==> config.mk <==
export PLATFORM = sky130hd
export DESIGN_NAME = cprc_ctrl
export DESIGN_NICKNAME = d
export VERILOG_FILES = /design/src/rtl/cprc_pkg.sv /design/src/rtl/cprc_ctrl.sv
export SDC_FILE = /design/constraint.sdc
export NUM_CORES = 1
export LEC_CHECK = 0
export ABC_AREA = 1
export BUFFER_PORTS_ARGS = -buffer_cell sky130_fd_sc_hd__buf_2
export CAP_MARGIN = 20
export CORE_AREA = 2 2 39 41
export DETAILED_ROUTE_END_ITERATION = 16
export DIE_AREA = 0 0 41 43
export PLACE_DENSITY_LB_ADDON = 0.05
export SKIP_CTS_REPAIR_TIMING = 1
export SLEW_MARGIN = 20
export SYNTH_ARGS = -nofsm -noshare
export SYNTH_HDL_FRONTEND = slang
export SYNTH_SLANG_ARGS = --single-unit
==> constraint.sdc <==
create_clock -name clk -period 1.9 [get_ports clk]
set_input_delay 0 -clock clk [delete_from_list [all_inputs] [get_ports clk]]
set_output_delay 0 -clock clk [all_outputs]
set_load 0.01 [all_outputs]
==> src/rtl/cprc_pkg.sv <==
// Package for the convex polygon raster/collide block.
// Types and constants shared by controller and datapath; no dependencies.
package cprc_pkg;

    localparam int VW = 11;
    localparam int FW = 9;
    localparam int RW = 9;
    localparam int AW = 13;   // working width for coordinates
    localparam logic [RW-1:0] CLIP_RES = 9'd256;

    typedef enum logic [3:0] {
        ST_IDLE,
        ST_SETUP,
        ST_EDGE,
        ST_DIV,
        ST_ROW,
        ST_SCAN,
        ST_SCAN_WAIT,
        ST_FILL,
        ST_NEXT,
        ST_LAST,
        ST_CLEAR,
        ST_DONE
    } state_t;

    typedef struct packed {
        logic setup;
        logic edge_start;
        logic edge_load;
        logic row_begin;
        logic scan_start;
        logic scan_step;
        logic fill_step;
        logic row_advance;
        logic final_fill;
        logic clear_step;
        logic done;
    } cmd_t;

    typedef struct packed {
        logic div_done;
        logic edge_last;
        logic row_last;
        logic scan_end;
        logic fill_end;
        logic fill_skip;
        logic clear_end;
    } stat_t;

endpackage

==> src/rtl/cprc_ctrl.sv <==
// Controller FSM: clearing pass, per-row edge divisions, read scan, fill.
// Depends on cprc_pkg.
module cprc_ctrl (
    input  logic            clk,
    input  logic            rst_n,
    input  logic            start,
    input  cprc_pkg::stat_t stat,
    output cprc_pkg::cmd_t  cmd,
    output logic            busy,
    output logic            load,
    output logic            strobe
);
    cprc_pkg::state_t state_reg, state_next;
    logic rd_tail_reg, rd_tail_next;

    always_comb
    begin
        state_next   = state_reg;
        rd_tail_next = 1'b0;
        cmd          = '0;
        load         = 1'b0;
        strobe       = 1'b0;
        busy         = 1'b1;
        case (state_reg)
            cprc_pkg::ST_CLEAR:
            begin
                cmd.clear_step = 1'b1;
                if (stat.clear_end)
                    state_next = cprc_pkg::ST_IDLE;
            end
            cprc_pkg::ST_IDLE:
            begin
                busy = 1'b0;
                if (start)
                begin
                    load       = 1'b1;
                    state_next = cprc_pkg::ST_SETUP;
                end
            end
            cprc_pkg::ST_SETUP:
            begin
                cmd.setup  = 1'b1;
                state_next = cprc_pkg::ST_ROW;
            end
            cprc_pkg::ST_ROW:
            begin
                if (stat.row_last)
                    state_next = cprc_pkg::ST_LAST;
                else
                begin
                    cmd.row_begin = 1'b1;
                    state_next    = cprc_pkg::ST_EDGE;
                end
            end
            cprc_pkg::ST_EDGE:
            begin
                cmd.edge_start = 1'b1;
                state_next     = cprc_pkg::ST_DIV;
            end
            cprc_pkg::ST_DIV:
            begin
                if (stat.div_done)
                begin
                    cmd.edge_load = 1'b1;
                    state_next    = stat.edge_last ? cprc_pkg::ST_NEXT : cprc_pkg::ST_EDGE;
                end
            end
            cprc_pkg::ST_NEXT:
            begin
                cmd.scan_start = 1'b1;
                state_next     = cprc_pkg::ST_SCAN_WAIT;
            end
            cprc_pkg::ST_SCAN_WAIT:
            begin
                cmd.row_advance = 1'b1;
                state_next      = cprc_pkg::ST_SCAN;
            end
            cprc_pkg::ST_SCAN:
            begin
                if (stat.scan_end)
                begin
                    if (!rd_tail_reg)
                    begin
                        cmd.final_fill = 1'b1;
                        state_next     = cprc_pkg::ST_FILL;
                    end
                end
                else
                begin
                    cmd.scan_step = 1'b1;
                    rd_tail_next  = 1'b1;
                end
            end
            cprc_pkg::ST_FILL:
            begin
                if (stat.fill_end || stat.fill_skip)
                begin
                    cmd.done   = 1'b1;
                    state_next = cprc_pkg::ST_ROW;
                end
                else
                    cmd.fill_step = 1'b1;
            end
            cprc_pkg::ST_LAST:
            begin
                cmd.final_fill = 1'b1;
                state_next     = cprc_pkg::ST_DONE;
            end
            cprc_pkg::ST_DONE:
            begin
                if (stat.fill_end || stat.fill_skip)
                    strobe = 1'b1;
                else
                    cmd.fill_step = 1'b1;
                if (stat.fill_end || stat.fill_skip)
                    state_next = cprc_pkg::ST_IDLE;
            end
            default:
                state_next = cprc_pkg::ST_IDLE;
        endcase
    end

    always_ff @(posedge clk or negedge rst_n)
    begin
        if (!rst_n)
        begin
            state_reg   <= cprc_pkg::ST_CLEAR;
            rd_tail_reg <= 1'b0;
        end
        else
        begin
            state_reg   <= state_next;
            rd_tail_reg <= rd_tail_next;
        end
    end

`ifndef SYNTHESIS
    a_strobe_busy: assert property (@(posedge clk) disable iff (!rst_n)
        strobe |-> busy) else $error("strobe while idle");
    a_load_idle: assert property (@(posedge clk) disable iff (!rst_n)
        load |=> (state_reg == cprc_pkg::ST_SETUP)) else $error("load not followed by setup");
    a_no_write_scan: assert property (@(posedge clk) disable iff (!rst_n)
        !(cmd.scan_step && cmd.fill_step)) else $error("scan and fill overlap");
`endif

endmodule
* Word-level counts from Yosys, hierarchy flattened
Cells that the tools add are included.
** Storage, ports and cells
- Memory bits (writable) :: 0
- Bits in registers :: 5
- Memory bits (read-only) :: 0
- Output and inout port bits :: 14
- Memories :: 0
- Logic and storage cells :: 56
- Bits in latches :: 0
- Bits of input ports :: 10
** Cells by class
- Add/sub/neg operators :: 0
- Multiply operators :: 0
- Reduce and logical (&&, ||, !) cells :: 4
- Div/mod/pow operators :: 0
- Equality and inequality tests :: 18
- Shifts and indexed selects :: 0
- Mux-type cells :: 32
- $lt $le $gt $ge :: 0
- Bitwise logic cells :: 0
** Operators by type and width (number)
- case mux 4 bit (12 select lines) :: 1
- 2-to-1 mux 4 bit :: 9
- 2-to-1 mux 1 bit :: 21
- == test 4 x 3 -> 1 bit, second input constant :: 4
- == test 4 bit, second input constant :: 4
- inequality test 2 bit, second input constant :: 7
- == test 4 x 2 -> 1 bit, second input constant :: 2
- AND reduction 7 bit :: 1
- == test 4 x 1 -> 1 bit, second input constant :: 1
- zero test 4 bit :: 1
- case mux 1 bit (2 select lines) :: 1
- OR reduction 2 bit :: 1
- logical OR 1 bit :: 1

* Logic depth before layout (Yosys ltp)
Gate-level depths: netlist of the first run.
- Word-level depth :: 3
- Gate-level depth with buffers :: 8
- Depth with buffers taken out :: 8

* Least setup slack after synthesis of the first run
OpenSTA, ideal clock, no wires.
- Path kind :: reg2reg
- From :: register state_reg[2]
- To :: register state_reg[2]
- Setup time :: 0.071 ns
- Cell stages (with the launch flop) :: 6
- Setup slack :: 0.662 ns
- Arrival time :: 1.167 ns
- Path buffers :: 0
- Clock period less this slack :: 1.238 ns
- Data required time :: 1.829 ns
- Path through :: dfrtp_1 > nor2_2 > inv_2 > nor3_1 > nor2_1 > nand4_1
** On the way
- Cells in the longest elaborated chain, start to end :: 3
- Elaborated cells between the ends (all ways) :: 21
- Those cells by class :: 18 x eq/ne; 1 x mux; 2 x reduce/logical
** RTL lines
- start, declared :: RTL line cprc_ctrl.sv:13 : cprc_pkg::state_t state_reg, state_next;
- start signal, assigned :: RTL line cprc_ctrl.sv:127 : state_reg <= cprc_pkg::ST_CLEAR;
- start signal, assigned :: RTL line cprc_ctrl.sv:132 : state_reg <= state_next;
- == test 4 x 3 -> 1 bit (tied with other cells) :: RTL line cprc_ctrl.sv:24 : case (state_reg)
- inequality test 2 bit (no source line)
- AND reduction 7 bit (no source line)
Several ways; a longest one is shown, not always the timed one.
A chain may end at the register's enable or synchronous reset.

==> key figures, run 1 <==
Run status
  • Result of the run: finished clean

Finish
  • Antenna cells: 0
  • Proportion of layout cells with a drive suffix above 1: 36.8%
  • Most used cells in the layout excluding fill and tap cells: nand2_1, buf_2, inv_1
  • Final net count: 125
  • Number of fillers in the final layout: about 160
  • Max reg flops: 4
  • Area overhead of the layout relative to synthesis: 32.5%
  • Number of non-filler instances in the completed layout: 130

Yosys
  • Yosys cell types: 15
  • Portion of the post-synthesis area used by sequential elements: 25.3%
  • Synthesized net count: 97
  • Summed instance area of the synthesized netlist: 504 um^2
  • Yosys warnings: 0
  • Average cell area after synthesis: 5.80 um^2
  • Synth Instances: just under 90
  • Flops & latches, synth: 5

GRT
  • Grt met1 use: just over 20%
  • Global-route wire length before repair: 1.97 mm
  • Via count of the first global-routing pass: between 500 and 600
  • Overall fraction of global-route tracks in use: between 15 and 20%
  • Largest net degree at the start of global routing: 8
  • Routing usage on met3: under 10%
  • Global route total overflow: 0
  • GR Util met2: approximately 26%
  • Highest-utilization routing layer at the global route stage: met2
  • Initial antenna violation count: 0

Pwr
  • Pleak: around 0.45 nW
  • Total power density per cell area: around 1500 nW/um^2
  • Max IR drop VDD: roughly 0.67 mV

Clock tree
  • Deepest clock path buffer count: 2
  • Clock edge transition at the registers on the reported setup and hold paths: about 0.04 ns
  • Clock tree from TritonCTS: yes
  • Clock root buffer master: clkbuf_4
  • Clock buffer count from CTS: 3
  • Clock Latency Late Sink: approximately 0.24 ns
  • Level count of the clock H-tree: 1
  • Clock Sinks: 5

STA
  • Worst clock skew on the final layout: 0.00355 ns
  • Share of the clock period used by the worst path after layout: between 70% and 80%
  • RSZ-0062 raised after global routing: false
  • Accumulated negative setup slack: 0 ns
  • Worst rel slew slack: 79.0%
  • Final Max Tran Viols: 0
  • Worst Hold Slack: 0.0554 ns
  • Final hold violation count: 0
  • Clock period minus final worst setup slack: between 1 and 1.5 ns
  • Number of setup violations in the final report: 0
  • Achievable clock frequency: 668 MHz
  • Worst-margin pin slew: between 0.3 and 0.4 ns

Setup path
  • Crit path arrival time: about 1.5 ns
  • Kind of critical path: flop to output port
  • Worst R2R Setup Slack: around 0.55 ns
  • Largest fanout on the critical path: 7
  • CP startpoint kind: flop
  • Required time at the worst-slack endpoint: around 1.9 ns
  • Endpoint type of the worst setup path: output port

Routing
  • Post-route DRC violation count: 0
  • Routed wire length: 1.27 mm
  • Drt wl/cell: 9.74 um
  • Detailed-route vias per instance: ~4.6
  • 1st-iter DRT viols: 8
  • Detail Route Antenna Nets: 0
  • Drt first pass iters: 4
  • Via count: 604

Floorplan
  • Area of the core: 1380 um^2
  • Initial Util: between 30% and 40%
  • Floorplan row count: 14
  • Die area: between 1500 and 2000 um^2
  • # IOs: 24
  • Die Wd: around 41 um
  • Die boundary height: between 40 and 50 um

Min path
  • Min-Delay Path Class: input port to flop

Place
  • Routability Congestion: a little over 0.8
  • Count of placed standard cells including taps: roughly 130
  • HPWL after detailed placement: 1.09 mm
  • Quantity of I/O buffers inserted on ports: 23

Job
  • # Max-Cap Violations: 0
[worst paths after layout]
| kind | start | end | cells past startpoint |
|---|---|---|---|
| min reg2reg | state_reg[1] | state_reg[1] | 2 |
| max reg2reg | state_reg[0] | state_reg[0] | 8 |
| min in group asynchronous | rst_n | state_reg[2] | 2 |
| max in group asynchronous | rst_n | state_reg[3] | 2 |
| max | state_reg[2] | cmd[10] | 4 |
| min | stat[3] | rd_tail_reg | 4 |
[power by group]
group | internal, mW | switching (mW)
logic | 0.218 | 0.422
clock network | 0.0792 | 0.0403
registers | 0.171 | 0.0770
[layout make-up]
type                       count  area, um^2  area share (%)
multi-input combinational     61         294            44.0
timing repair buffer          24         125            18.7
sequential                     5         128            19.1
tap                           16        20.0            3.00
inverter                      20        75.1            11.2
clock buffer                   4        26.3            3.93
[worst max-delay path, stage by stage (launching register included)]
cell	delay (ns)
dfrtp_1	0.45
nor2_2	0.31
inv_2	0.10
nor3_1	0.22
buf_2	0.18
[metrics by stage]
step | power (mW) | setup slack [ns] | utilization (%) | area [um^2]
final | 1.01 | 0.404 | 48.3 | 668
after global placement | 0.897 | 0.546 | 45.7 | 632
after detailed placement | 0.892 | 0.565 | 45.7 | 632
after global routing | 1.12 | 0.288 | 48.3 | 668
after CTS | 1.02 | 0.387 | 47.6 | 658
after floorplan | 0.706 | 0.662 | - | 504
[per-layer routing]
metal	vias up	share of wire [%]
met5	-	0
met4	0	0
met3	0	8.1
met2	25	48
met1	258	44
li1	321	-
[cell families after synthesis]
logic type      count (synthesis)  synth area share (%)
compound gates                  1                  1.49
simple gates                   60                  56.8
buf+inv                        21                  16.4
flops                           5                  25.3
[synth_stat cells]
| master | instances | area, um^2 |
|---|---|---|
| buf_4 | 1 | 7.51 |
| dfrtp_1 | 3 | 75.1 |
| dfstp_2 | 2 | 52.6 |
| inv_1 | 16 | 60.1 |
| inv_2 | 4 | 15.0 |
| nand2_1 | 23 | 86.3 |
| nand2_2 | 3 | 18.8 |
| nand3_1 | 13 | 65.1 |
| nand4_1 | 1 | 6.26 |
| nor2_1 | 9 | 33.8 |
| nor2_2 | 5 | 31.3 |
| nor2_4 | 2 | 22.5 |
| nor3_1 | 2 | 10.0 |
| nor4_1 | 2 | 12.5 |
| o31ai_1 | 1 | 7.51 |
(Power assumes the default switching activity.)
==> inputs of run 2 (changes only) <==
clock period = 1.5 ns   (was 1.9 ns; I/O delays follow)
==> run 2 against run 1 <==
Setup slack got worse by 0.33 ns; die area did not move; via count is 0.33% higher; largest power group unchanged; highest routed layer unchanged.
==> key figures, run 2 (synthesis results as in run 1) <==
Setup path
  • Depth of the most critical reg-to-reg path: 8
  • Crit path depth: 5
  • Endpoint type of the worst setup path: output port
  • Critical path's slowest cell: dfrtp_2
  • Required time at the worst-slack endpoint: ~1.5 ns
  • Worst reg2reg startpoint: state_reg[1]
  • Crit path arrival time: ~1.4 ns
  • Termination of the worst setup path: cmd[2]
  • Kind of cell adding the most delay to the critical path: flip-flops
  • Total buffers and inverters traversed by the critical path: 2
  • Kind of critical path: flop to output port
  • Worst R2R Setup Slack: between 0.15 and 0.2 ns
  • Launch point of the critical path: state_reg[2]
  • Max stage delay on crit path: 0.43 ns
  • Series of cell instances along the critical path: inv_2, nor2_4, nand2_2, o31ai_1, buf_2
  • CP startpoint kind: flop
  • Reg2Reg Capture Point: state_reg[3]
  • Largest fanout on the critical path: 7

Floorplan
  • Initial Util: roughly 36%
  • Die Wd: around 41 um
  • # IOs: 24
  • Die boundary height: 43 um
  • Die area: around 1800 um^2
  • Floorplan row count: 14
  • Area of the core: approximately 1400 um^2

Pwr
  • Pleak: approximately 0.46 nW
  • Max IR drop VDD: about 0.9 mV
  • Total power density per cell area: slightly below 2000 nW/um^2

Routing
  • 1st-iter DRT viols: 11
  • Drt wl/cell: just under 10 um
  • Drt first pass iters: 4
  • DR top layer: met3
  • Detailed-route vias per instance: roughly 4.6
  • Routed metal-1 wire length: around 600 um
  • Routed wire length: 1.28 mm
  • Met3 wirelength from detailed routing: between 70 and 80 um
  • Met2 Routed Length: 608 um
  • Post-route DRC violation count: 0
  • Detail Route Antenna Nets: 0
  • Via count: 606

STA
  • Number of setup violations in the final report: 0
  • Final Max Tran Viols: 0
  • Worst rel slew slack: between 70% and 80%
  • Achievable clock frequency: approximately 700 MHz
  • Final hold violation count: 0
  • Worst clock skew on the final layout: 0.00421 ns
  • Clock period minus final worst setup slack: between 1 and 1.5 ns
  • Worst Hold Slack: between 0.05 and 0.06 ns
  • Share of the clock period used by the worst path after layout: 95.0%
  • Worst-margin pin slew: between 0.3 and 0.4 ns
  • Accumulated negative setup slack: 0 ns

GRT
  • Largest net degree at the start of global routing: 8
  • Initial antenna violation count: 0
  • Via count of the first global-routing pass: 506
  • Global-route wire length before repair: 1.97 mm
  • Overall fraction of global-route tracks in use: about 16%
  • Global route total overflow: 0

Clock tree
  • Clock tree from TritonCTS: yes
  • Clock Latency Late Sink: around 0.24 ns
  • Level count of the clock H-tree: 1
  • Clock buffer count from CTS: 3
  • Deepest clock path buffer count: 2
  • Clock root buffer master: clkbuf_4
  • Clock edge transition at the registers on the reported setup and hold paths: approximately 0.040 ns
  • Clock Sinks: 5

Run status
  • Result of the run: finished clean

Finish
  • Max reg flops: 4
  • Proportion of layout cells with a drive suffix above 1: 39.1%
  • Most used cells in the layout excluding fill and tap cells: nand2_1, buf_2, inv_1
  • Final net count: 126
  • Number of fillers in the final layout: 161
  • Antenna cells: 0
  • Area overhead of the layout relative to synthesis: 37.5%

Place
  • Routability Congestion: 0.820
  • Quantity of I/O buffers inserted on ports: 23
  • HPWL after detailed placement: ~1.1 mm

Job
  • # Max-Cap Violations: 0

Min path
  • Min-Delay Path Class: input port to flop
  • Hold path startpoint: stat[3]
==> run 2: cell types whose count changed in the layout (fill, tap and decap cells not counted) <==
cell     before  now
buf_4         0    1
dfrtp_2       0    2
dfrtp_1       3    1
nor2_4        2    5
nor2_2        5    2
==> run 2: area by class of cell <==
| type | instances | area (um^2) | area share (%) |
|---|---|---|---|
| multi-input cells | 61 | 309 | 44.6 |
| inverters | 20 | 75.1 | 10.8 |
| clock buffers | 4 | 26.3 | 3.79 |
| repair buffers | 25 | 133 | 19.1 |
| flip-flops and latches | 5 | 130 | 18.8 |
| well taps | 16 | 20.0 | 2.89 |
==> run 2: report_power, final <==
part	switching [mW]	internal, mW	leakage [nW]
registers	0.107	0.223	0.0568
logic	0.554	0.307	0.386
clock network	0.0519	0.100	0.0150
total	0.713	0.631	0.458
==> run 2: how the worst min path moves through the flow <==
stage / endpoint / slack, ns / cells past startpoint
2_1_floorplan: rd_tail_reg / -0.30 / 0
3_3_place_gp: state_reg[2] / -0.18 / 1
3_5_place_dp: state_reg[2] / -0.18 / 1
4_1_cts: state_reg[2] / -0.44 / 1
5_1_grt: rd_tail_reg / 0.11 / 2
6_report: rd_tail_reg / 0.06 / 4
==> run 2: layer usage <==
layer	GRT usage, %	vias up
met5	0	-
met4	2.00	0
met3	7.85	0
met2	25.9	17
met1	20.3	263
li1	-	326
==> run 2: worst register-to-register path, delay by kind of cell (launching register included) <==
kind          cells  cell delay, ns
simple gates      7            0.56
buf+inv           1            0.12
flops             1            0.59
==> run 2: stage by stage <==
step           util, %  power [mW]  instances  setup slack, ns  cell area (um^2)
3_3_place_gp      45.7        1.14        125            0.146               632
2_1_floorplan        -       0.894         87            0.262               504
5_1_grt           50.1        1.49        131          -0.0119               693
6_report          50.1        1.34        131           0.0756               693
3_5_place_dp      45.7        1.13        125            0.165               632
4_1_cts           47.6        1.29        129          -0.0133               658
==> inputs of run 3 (changes only) <==
ABC_AREA = not set   (was 1)
clock period = 1.4 ns   (was 1.5 ns; I/O delays follow)
==> run 3 against run 2 <==
The flow now finishes with violations (setup timing); setup slack got worse by 0.44 ns; register-to-register slack got worse by 0.53 ns; total power rose by 52%; sequential share of layout area fell by 5.1 points; global-route usage rose by 3.4 points; sequential power fell by 9.4%; die area did not move; core utilization rose by 18 points; largest cell class unchanged.
==> key figures, run 3 <==
Run status
  • Result of the run: finished, violations left
  • Violations in the final reports: setup timing

Setup path
  • Largest fanout on the critical path: 6
  • Kind of critical path: flop to flop
  • Endpoint type of the worst setup path: flop
  • Crit path arrival time: roughly 2 ns
  • Required time at the worst-slack endpoint: roughly 1.6 ns
  • CP startpoint kind: flop

Floorplan
  • Die area: between 1500 and 2000 um^2
  • Die Wd: 41 um
  • Die boundary height: approximately 43 um
  • # IOs: 24
  • Floorplan row count: 14
  • Initial Util: a little under two fifths
  • Area of the core: 1380 um^2

Routing
  • Post-route DRC violation count: 0
  • Drt wl/cell: between 15 and 20 um
  • Drt first pass iters: 4
  • 1st-iter DRT viols: 14
  • Routed wire length: approximately 1.9 mm
  • Detail Route Antenna Nets: 0
  • Via count: slightly above 700
  • Detailed-route vias per instance: around 5.6

Yosys
  • Top post-synthesis cells by area: dfrtp_1, dfstp_2, a2111oi_4, nor3_1, mux2_2
  • Post-synth top area share: around 15%
  • Top cell type by total area after synthesis: dfrtp_1
  • Synthesized net count: 75
  • Average cell area after synthesis: just under 8 um^2
  • Synth Instances: 65
  • Most used flip-flop cell after synthesis: dfrtp_1
  • Leading post-synthesis cells by instance count: nor2_1, nand2_1, nor3_1, clkbuf_1, o21ai_0
  • Yosys warnings: 0
  • Portion of the post-synthesis area used by sequential elements: about a quarter
  • Summed instance area of the synthesized netlist: between 500 and 600 um^2
  • Flops & latches, synth: 5
  • Number of flops mapped to enable cells by yosys: 0
  • Most used standard cell by instance count after synthesis: nor2_1
  • Yosys cell types: 32
  • Fraction of synthesis flops using an asynchronous set or reset pin: 100%

Pwr
  • Max IR drop VDD: about 1.2 mV
  • Share of total power consumed by net switching: 42.4%
  • Power, Total: 2.04 mW
  • Clock network power share: between 9 and 10%
  • Cell Int Power: 1.17 mW
  • Total power density per cell area: roughly 2200 nW/um^2
  • Portion of total power attributed to sequential cells: 14.7%
  • Share of power burned in combinational logic: around 76%
  • Pleak: 0.455 nW
  • NetSw: about 0.86 mW

STA
  • Clock period minus final worst setup slack: between 1.5 and 2 ns
  • RSZ-0062 raised after global routing: true
  • Slack of the critical path: -0.366 ns
  • Number of setup violations in the final report: 14
  • Worst-margin pin slew: about 0.28 ns
  • Achievable clock frequency: ~570 MHz
  • Worst rel slew slack: approximately 81%
  • Final hold violation count: 0
  • Worst clock skew on the final layout: around 0.022 ns
  • Share of the clock period used by the worst path after layout: 126%
  • Final Max Tran Viols: 0

Finish
  • Proportion of layout cells with a drive suffix above 1: roughly 63%
  • Most used cells in the layout excluding fill and tap cells: buf_2, buf_4, nor2_1, nand2_1
  • Most common library cell in the layout ignoring fill and taps: buf_2
  • Area overhead of the layout relative to synthesis: 84.8%
  • Fin area: ~940 um^2
  • End-of-flow core utilization: 68.2%
  • Max reg flops: 4
  • Antenna cells: 0
  • Final net count: around 120

Place
  • Routability Congestion: a little under 0.8
  • Total cell area at the placement stage: 753 um^2
  • Quantity of I/O buffers inserted on ports: 23
  • HPWL after detailed placement: between 1 and 1.5 mm
  • Worst-case setup slack after placement: -0.368 ns

Clock tree
  • Clock root buffer master: clkbuf_4
  • Deepest clock path buffer count: 2
  • Level count of the clock H-tree: 1
  • Clock buffer count from CTS: 3
  • Clock edge transition at the registers on the reported setup and hold paths: 0.07 ns
  • Clock tree from TritonCTS: yes
  • Clock Sinks: 5
  • Clock Latency Late Sink: about 0.26 ns

GRT
  • Overall fraction of global-route tracks in use: between 10% and 20%
  • Via count of the first global-routing pass: around 550
  • Global route total overflow: 0
  • Global-route wire length before repair: 2.33 mm
  • Largest net degree at the start of global routing: 12
  • Highest-utilization routing layer at the global route stage: met2
  • Grt met1 use: roughly 25%
  • Initial antenna violation count: 0
  • GR Util met2: a little under a third
  • Routing usage on met3: 6.28%

Job
  • # Max-Cap Violations: 0

Min path
  • Min-Delay Path Class: input port to flop
run 3: final timing paths:
check                             startpoint  slack [ns]  cells after the start           end
worst max-delay path            state_reg[1]       -0.37                      4  state_reg[3]
worst min-delay path                 stat[3]        0.08                      3   rd_tail_reg
worst max register to register  state_reg[1]       -0.37                      4  state_reg[3]
worst min register to register  state_reg[0]        0.79                      3  state_reg[2]
max in group asynchronous              rst_n        1.05                      2  state_reg[1]
min in group asynchronous              rst_n        0.13                      2  state_reg[0]
run 3: area by class of cell:
cell class                 instances  area, um^2
clock buffer                       3        22.5
clock inverter                     1        5.00
fill                             107         440
inverter                           1        6.26
multi-input combinational         53         409
sequential                         5         129
tap                               16        20.0
timing repair buffer              48         352
run 3: worst max-delay path, stage by stage (launching register included):
cell	delay (ns)
dfstp_2	0.58
or3b_2	0.44
a21oi_1	0.20
or4_4	0.18
mux2_4	0.30
run 3: through the flow:
stage          hold slack (ns)  setup TNS, ns  cells
4_1_cts                 -0.453          -2.79    119
3_3_place_gp            -0.179          -1.00    115
2_1_floorplan           -0.296          -1.19     65
3_5_place_dp            -0.176          -1.03    115
5_1_grt                 0.0766          -3.30    127
6_report                0.0840          -2.27    127
run 3: cells by family after synthesis:
kind of cell           synth area share (%)
AND/OR/NAND/NOR                        41.2
flip-flops                             25.0
AO/OA/AOI/OAI                          20.8
multiplexers                           6.37
buffers and inverters                  6.62
run 3: routing by layer:
layer  wire [um]  vias to the layer above
li1            -                      327
met1         751                      341
met2        1020                       28
met3          84                       10
met4          89                        0
met5           0                        -
run 3: power groups by stage:
stage	Combinational [mW]	Clock, mW	Sequential [mW]
after floorplan	0.710	0	0.260
after global placement	1.14	0	0.303
after detailed placement	1.14	0	0.304
after CTS	1.14	0.182	0.304
after global routing	1.65	0.201	0.311
final	1.55	0.186	0.299
